**config.mk**
```make
export PLATFORM = sky130hd
export DESIGN_NAME = mac_address_text_parser_core
export DESIGN_NICKNAME = d
export VERILOG_FILES = /design/src/rtl/matp_pkg.sv /design/src/rtl/matp_classify.sv /design/src/rtl/matp_step.sv /design/src/rtl/mac_address_text_parser_core.sv
export SDC_FILE = /design/constraint.sdc
export NUM_CORES = 1
export LEC_CHECK = 0
export ABC_AREA = 1
export BUFFER_PORTS_ARGS = -buffer_cell sky130_fd_sc_hd__buf_2
export CORE_MARGIN = 2
export CORE_UTILIZATION = 40
export DETAILED_ROUTE_END_ITERATION = 10
export HOLD_SLACK_MARGIN = 0.08
export SLEW_MARGIN = 10
export SYNTH_ARGS = -nofsm -noshare
export SYNTH_HDL_FRONTEND = slang
export SYNTH_SLANG_ARGS = --single-unit
```
**constraint.sdc**
```tcl
create_clock -name clk -period 2.9 [get_ports clk]
set_clock_uncertainty 0.2 [all_clocks]
set_input_delay 0.145 -clock clk [delete_from_list [all_inputs] [get_ports clk]]
set_output_delay 0.145 -clock clk [all_outputs]
set_load 0.01 [all_outputs]
```
**src/rtl/matp_pkg.sv**
```systemverilog
// ----------------------------------------------------------------------------
// matp_pkg
// Shared codes, character constants and types for the text address parser.
// ----------------------------------------------------------------------------
package matp_pkg;

  // Parser phase codes.
  localparam logic [1:0] PH_LEAD  = 2'd0;
  localparam logic [1:0] PH_BODY  = 2'd1;
  localparam logic [1:0] PH_TRAIL = 2'd2;
  localparam logic [1:0] PH_FAIL  = 2'd3;

  // Index of the last field; the body holds fields 0 through LAST_FIELD.
  localparam logic [2:0] LAST_FIELD = 3'd5;
  // Most hex digits a field may carry.
  localparam logic [1:0] MAX_DIGITS = 2'd2;

  localparam logic [7:0] CHAR_NUL   = 8'h00;
  localparam logic [7:0] CHAR_TAB   = 8'h09;
  localparam logic [7:0] CHAR_SPACE = 8'h20;
  localparam logic [7:0] CHAR_COLON = 8'h3A;

  localparam int ADDR_W = 48;

  // Decoded view of one input character.
  typedef struct packed {
    logic       is_term;
    logic       is_blank;
    logic       is_colon;
    logic       is_hex;
    logic [3:0] hex_val;
  } char_class_t;

  // Architectural state of the parser.
  typedef struct packed {
    logic [1:0]        phase;
    logic [2:0]        field_count;
    logic [1:0]        digit_count;
    logic [ADDR_W-1:0] acc;
  } parse_state_t;

endpackage

```
**src/rtl/matp_classify.sv**
```systemverilog
// ----------------------------------------------------------------------------
// matp_classify
// Decodes one character into terminator, blank, colon and hex digit flags.
// ----------------------------------------------------------------------------
module matp_classify (
  input  logic [7:0]            char_code,
  output matp_pkg::char_class_t cls
);

  logic [7:0] lower;
  logic       is_dec;
  logic       is_alpha;

  // Forcing bit 5 folds upper-case letters onto lower case.
  assign lower    = char_code | 8'h20;
  assign is_dec   = (char_code >= 8'h30) && (char_code <= 8'h39);
  assign is_alpha = (lower >= 8'h61) && (lower <= 8'h66);

  always_comb begin
    cls.is_term  = (char_code == matp_pkg::CHAR_NUL);
    cls.is_blank = (char_code == matp_pkg::CHAR_SPACE) || (char_code == matp_pkg::CHAR_TAB);
    cls.is_colon = (char_code == matp_pkg::CHAR_COLON);
    cls.is_hex   = is_dec || is_alpha;
    // Letters a..f have low nibble 1..6, so adding nine gives 10..15.
    cls.hex_val  = is_alpha ? (char_code[3:0] + 4'd9) : char_code[3:0];
  end

endmodule

```
**src/rtl/matp_step.sv**
```systemverilog
// ----------------------------------------------------------------------------
// matp_step
// Next-state and result logic for one character of the address text.
// ----------------------------------------------------------------------------
module matp_step (
  input  matp_pkg::char_class_t          cls,
  input  matp_pkg::parse_state_t         cur,
  output matp_pkg::parse_state_t         nxt,
  output logic [matp_pkg::ADDR_W-1:0]    res_address,
  output logic                           res_converted
);

  logic body_done;
  logic in_body;

  assign body_done = (cur.digit_count != 2'd0) && (cur.field_count == matp_pkg::LAST_FIELD);

  // A non-blank in the leading phase is the first body character.
  assign in_body = (cur.phase == matp_pkg::PH_BODY) ||
                   ((cur.phase == matp_pkg::PH_LEAD) && !cls.is_blank);

  // Result seen on a terminator.
  always_comb begin
    unique case (cur.phase)
      matp_pkg::PH_BODY:  res_converted = body_done;
      matp_pkg::PH_TRAIL: res_converted = 1'b1;
      default:            res_converted = 1'b0;
    endcase
    res_address = res_converted ? cur.acc : '0;
  end

  always_comb begin
    nxt = cur;
    if (cls.is_term) begin
      nxt = '0;
      nxt.phase = matp_pkg::PH_LEAD;
    end else if (in_body) begin
      nxt.phase = matp_pkg::PH_BODY;
      if (cls.is_blank) begin
        nxt.phase = body_done ? matp_pkg::PH_TRAIL : matp_pkg::PH_FAIL;
      end else if (cls.is_colon) begin
        if ((cur.digit_count == 2'd0) || (cur.field_count == matp_pkg::LAST_FIELD)) begin
          nxt.phase = matp_pkg::PH_FAIL;
        end else begin
          nxt.field_count = cur.field_count + 3'd1;
          nxt.digit_count = 2'd0;
        end
      end else if (!cls.is_hex || (cur.digit_count >= matp_pkg::MAX_DIGITS)) begin
        nxt.phase = matp_pkg::PH_FAIL;
      end else begin
        if (cur.digit_count == 2'd0) begin
          nxt.acc = {cur.acc[matp_pkg::ADDR_W-9:0], 4'h0, cls.hex_val};
        end else begin
          nxt.acc = {cur.acc[matp_pkg::ADDR_W-1:8], cur.acc[3:0], cls.hex_val};
        end
        nxt.digit_count = cur.digit_count + 2'd1;
      end
    end else if (cur.phase == matp_pkg::PH_TRAIL) begin
      if (!cls.is_blank) begin
        nxt.phase = matp_pkg::PH_FAIL;
      end
    end
  end

endmodule

```
**src/rtl/mac_address_text_parser_core.sv**
```systemverilog
// ----------------------------------------------------------------------------
// mac_address_text_parser_core
// Parses a colon-separated text Ethernet address, one character per word.
// ----------------------------------------------------------------------------
//
//   Channel | Direction | Handshake             | Payload
//   --------+-----------+-----------------------+------------------------------
//   in_     | input     | in_valid / in_ready   | in_char_code[7:0]
//   out_    | output    | out_valid / out_ready | out_address[47:0], out_converted
//
// Each character is captured in the input register; from there the decoder and
// step logic apply it to the parser state register. A
// new word is accepted in every cycle while the result path is free.
// A zero character produces one result word, loaded into the output register
// from the input register; the parser then starts over at the next word.
// A stalled result only holds back a terminator that waits behind it; other
// characters keep flowing. Reset (rst_n low, synchronous) empties both
// registers and returns the parser to its leading-blank phase.
// ----------------------------------------------------------------------------
module mac_address_text_parser_core (
  input  logic        clk,
  input  logic        rst_n,

  input  logic        in_valid,
  output logic        in_ready,
  input  logic [7:0]  in_char_code,

  output logic        out_valid,
  input  logic        out_ready,
  output logic [47:0] out_address,
  output logic        out_converted
);

  // Input register: one character waiting to be applied to the state.
  logic       in_vld_r;
  logic [7:0] in_char_r;

  // Parser state.
  matp_pkg::parse_state_t st_r;
  matp_pkg::parse_state_t st_nxt;

  // Output register.
  logic        out_vld_r;
  logic [47:0] out_address_r;
  logic        out_converted_r;

  matp_pkg::char_class_t cls;
  logic [47:0]           res_address;
  logic                  res_converted;
  logic                  step_go;
  logic                  term_go;

  matp_classify u_classify (
    .char_code (in_char_r),
    .cls       (cls)
  );

  matp_step u_step (
    .cls           (cls),
    .cur           (st_r),
    .nxt           (st_nxt),
    .res_address   (res_address),
    .res_converted (res_converted)
  );

  // The held character is applied unless it is a terminator and the output
  // register is full with a result that is not being taken this cycle.
  assign step_go  = in_vld_r && (!cls.is_term || !out_vld_r || out_ready);
  assign term_go  = step_go && cls.is_term;
  assign in_ready = !in_vld_r || step_go;

  always_ff @(posedge clk) begin
    if (!rst_n) begin
      in_vld_r <= 1'b0;
    end else if (in_ready) begin
      in_vld_r <= in_valid;
    end
  end

  always_ff @(posedge clk) begin
    if (in_ready && in_valid) begin
      in_char_r <= in_char_code;
    end
  end

  always_ff @(posedge clk) begin
    if (!rst_n) begin
      st_r <= '{phase: matp_pkg::PH_LEAD, field_count: 3'd0, digit_count: 2'd0, acc: '0};
    end else if (step_go) begin
      st_r <= st_nxt;
    end
  end

  always_ff @(posedge clk) begin
    if (!rst_n) begin
      out_vld_r <= 1'b0;
    end else if (term_go) begin
      out_vld_r <= 1'b1;
    end else if (out_ready) begin
      out_vld_r <= 1'b0;
    end
  end

  always_ff @(posedge clk) begin
    if (term_go) begin
      out_address_r   <= res_address;
      out_converted_r <= res_converted;
    end
  end

  assign out_valid     = out_vld_r;
  assign out_address   = out_address_r;
  assign out_converted = out_converted_r;

  // A failed parse never reports a nonzero address.
  a_fail_zero: assert property (@(posedge clk) disable iff (!rst_n)
    (out_vld_r && !out_converted_r) |-> (out_address_r == 48'd0))
    else $error("failed parse reported a nonzero address");

  // A terminator returns the parser to its start state.
  a_term_reset: assert property (@(posedge clk) disable iff (!rst_n)
    term_go |=> ((st_r.phase == matp_pkg::PH_LEAD) && (st_r.field_count == 3'd0) &&
                 (st_r.digit_count == 2'd0)))
    else $error("parser state not cleared after terminator");

  // Counters stay within their legal ranges.
  a_counts: assert property (@(posedge clk) disable iff (!rst_n)
    (st_r.digit_count <= matp_pkg::MAX_DIGITS) && (st_r.field_count <= matp_pkg::LAST_FIELD))
    else $error("field or digit count out of range");

  // A terminator blocked by a full output keeps the result pending.
  a_blocked: assert property (@(posedge clk) disable iff (!rst_n)
    (in_vld_r && cls.is_term && out_vld_r && !out_ready) |=> (in_vld_r && out_vld_r))
    else $error("blocked terminator or pending result lost");

endmodule
```
==> key figures <==
Setup path
  – Crit-path max cell delay: 430 ps
  – Slowest CP cell: edfxtp_1
  – WP data required: 2760 ps
  – Worst path bufs/invs: 4
  – CP Launch Type: register
  – Cell class contributing the biggest share of worst-path delay: buffers and inverters
  – CP Capture Type: register
  – WP depth: 9
  – Worst setup path class: reg -> reg
  – CP Cell Sequence: inv_1, ha_1, nand2_2, nor2_2, nand2_2, inv_2, nand2_1, inv_2, buf_4
  – CP max FO: 31
  – Crit path DAT: 2280 ps
  – Worst reg2reg path depth: 9

STA
  – Worst-Margin Slew: 504.5 ps
  – Final Slew Violations: 0
  – Endpoints failing setup: 0
  – Tmin final: 2413 ps
  – Max_slew headroom: 0.6611
  – Max Clk Rate: 414.4 MHz
  – Crit share post-route: 0.8322
  – RSZ-0062 raised after global routing: false
  – Setup TNS Final: 0 ps
  – Fin Hold WS: 235.0 ps
  – Final Hold Viols: 0

Clocking
  – CTS Root Cell: clkbuf_16
  – Post-CTS sizing: 0
  – CTS tree: done
  – Clock Latency Late Sink: 420 ps
  – Max clock buf depth: 2
  – Setup bufs post-CTS: 0
  – H-tree depth: 4
  – Clk slew on worst S/H paths: 50 ps
  – TritonCTS buffer count: 17
  – Cts hold-fix bufs: 12
  – Clock tree sinks: 114

Pwr
  – P_leak: 2.225 nW
  – Peak supply drop: 0.0003480 V
  – P per Cell Area: 650.3 nW/um2

Logic synthesis
  – Mapped Area: 4845 um2
  – Gate Count Post-Synth: 526
  – Post-synthesis simple-gate area fraction: 0.2154
  – Compound-Gate Fraction of Synth Area: 0.06999
  – Main combinational cell family by area after synthesis: simple AND/OR/NAND/NOR gates
  – Most frequent cell after synthesis: inv_1
  – Number of flops mapped to enable cells by yosys: 57
  – FFs w/ async S/R, synth: 0
  – Ys flop type: edfxtp_1
  – Library cells used by synthesis: 28
  – Largest area contributor in the netlist: edfxtp_1
  – Syn. warnings: 0
  – Post-Synth Adder-Cell Area: 0.02841
  – Syn avg cell area: 9.210 um2
  – Yosys top cell area share: 0.3533
  – Seq/Total Area, Yosys: 0.5888
  – Largest cells by area after synthesis: edfxtp_1, dfxtp_1, inv_1
  – Mux cell area share after synthesis: 0
  – Commonest cells post-synth: inv_1, nand2_1, nor2_1
  – #FFs+latches synth: 114
  – Post-Syn Nets: 549
  – Post-Synth XOR/XNOR Area: 0.001808

Placement
  – HPWL Detailed: 6487 um
  – IO Port Bufs: 62
  – Placed cell count: 716
  – GP Congestion: 0.7825

Floorplanning
  – Die width: 114.1 um
  – Die Footprint: 13010 um2
  – Core footprint: 11910 um2
  – Initial core utilization: 0.4067
  – Die H: 114.1 um
  – IO Pins: 63
  – Rows: 40

Run status
  – Status: complete, no violations

GRT
  – GRT overflow: 0
  – Initial antenna violation count: 0
  – Largest net degree at the start of global routing: 43
  – Gr usage total: 0.1649
  – Vias in the first global route: 3583
  – First-pass GRT wire length: 16760 um

Drt
  – Routed WL per cell: 12.96 um
  – Routed Antenna Nets: 0
  – Post-DR vias/cell: 4.864
  – Routed wire length: 9848 um
  – Detailed-route via count: 3697
  – DRC: 0
  – Drt pass-1 iters: 5
  – DRT iter0 DRCs: 133

Finish
  – Ratio of cells with drive above 1 in the final layout: 0.2104
  – Finished Layout Cells: 760
  – # nets final: 623
  – Area growth, synth to finish: 23.53%
  – # diodes: 0

Job
  – MaxCap Viol Count: 0

Worst hold path
  – Hold crit path type: in -> reg
  – Hold depth: 2
==> routing by layer <==
layer | vias up | share of wire | GRT usage
met5 | - | 0 | 0
met4 | 0 | 0.022 | 0.07236
met3 | 19 | 0.051 | 0.05664
met2 | 90 | 0.48 | 0.2687
met1 | 1712 | 0.44 | 0.1986
li1 | 1876 | - | -
==> worst paths after layout <==
kind	slack (ps)	endpoint	from
setup reg to reg	490	out_address[6]$_SDFFCE_PN0P_	in_char_r[0]$_DFFE_PP_
hold reg to reg	260	st_r[41]$_SDFFE_PN0P_	st_r[41]$_SDFFE_PN0P_
hold / removal	240	in_char_r[3]$_DFFE_PP_	in_char_code[3]
setup / recovery	490	out_address[6]$_SDFFCE_PN0P_	in_char_r[0]$_DFFE_PP_
==> cells in the final DEF, fill, tap and decap left out <==
master,synthesis,layout
o21ai_4,0,1
edfxtp_1,57,57
buf_4,5,8
bufinv_16,0,3
o21ai_1,2,1
nand4_1,43,43
o2111ai_1,1,1
or2_0,1,1
dlygate4sd3_1,0,12
o211ai_1,2,2
clkbuf_16,0,17
nor3b_1,1,1
nor2_4,2,2
nand2_1,76,76
clkinv_2,0,7
buf_12,0,1
a21oi_1,56,56
clkinv_4,0,1
nor2_1,66,66
inv_1,79,78
clkinv_1,1,4
clkbuf_1,9,1
xor2_1,1,1
o21ai_0,5,5
nand3_1,10,10
nor3_1,1,1
inv_2,6,7
nor2_2,5,5
ha_1,11,11
dfxtp_1,57,57
buf_2,13,62
nand3_2,5,5
nand2_2,9,9
nand4_2,1,1
==> cell type report <==
| cell class | count | area [um2] |
|---|---|---|
| Clock buffer | 18 | 429.2 |
| Clock inverter | 14 | 145.1 |
| Fill cell | 1106 | 5927 |
| Inverter | 86 | 322.8 |
| Multi-Input combinational cell | 298 | 1540 |
| Sequential cell | 114 | 2853 |
| Tap cell | 147 | 183.9 |
| Timing Repair Buffer | 83 | 510.5 |
==> power breakdown <==
group          internal, mW  switching [mW]  total, mW
logic                0.0580           0.118      0.176
clock network          1.33           0.681       2.01
registers              1.70          0.0122       1.71
==> flip-flops by register name, indices dropped and copies added, names as in the netlist <==
| signal | count |
|---|---|
| in_char_r | 8 |
| out_address | 48 |
| out_valid | 1 |
| in_vld_r | 1 |
| st_r | 55 |
| out_converted | 1 |
==> through the flow <==
step | setup slack [ps] | instance area, um2 | util | power (mW)
4_1_cts | 471.9 | 5984 | 0.5024 | 3.934
5_1_grt | 299.8 | 5984 | 0.5024 | 4.030
2_1_floorplan | 86.65 | 4845 | - | 1.862
6_report | 486.6 | 5984 | 0.5024 | 3.892
3_5_place_dp | 478.6 | 5290 | 0.4441 | 1.905
3_3_place_gp | 600.1 | 5290 | 0.4441 | 1.902
==> logic make-up (layout without fill, tap and decap cells) <==
| kind of cell | Yosys count | count (layout) |
|---|---|---|
| and+or+nand+nor | 220 | 220 |
| DFF | 114 | 114 |
| buffers and inverters | 114 | 201 |
| AOI/OAI and AO/OA | 66 | 66 |
| adders and majority gates | 11 | 11 |
| xor gates and xnor gates | 1 | 1 |
Power figures use the tool's default switching activity.
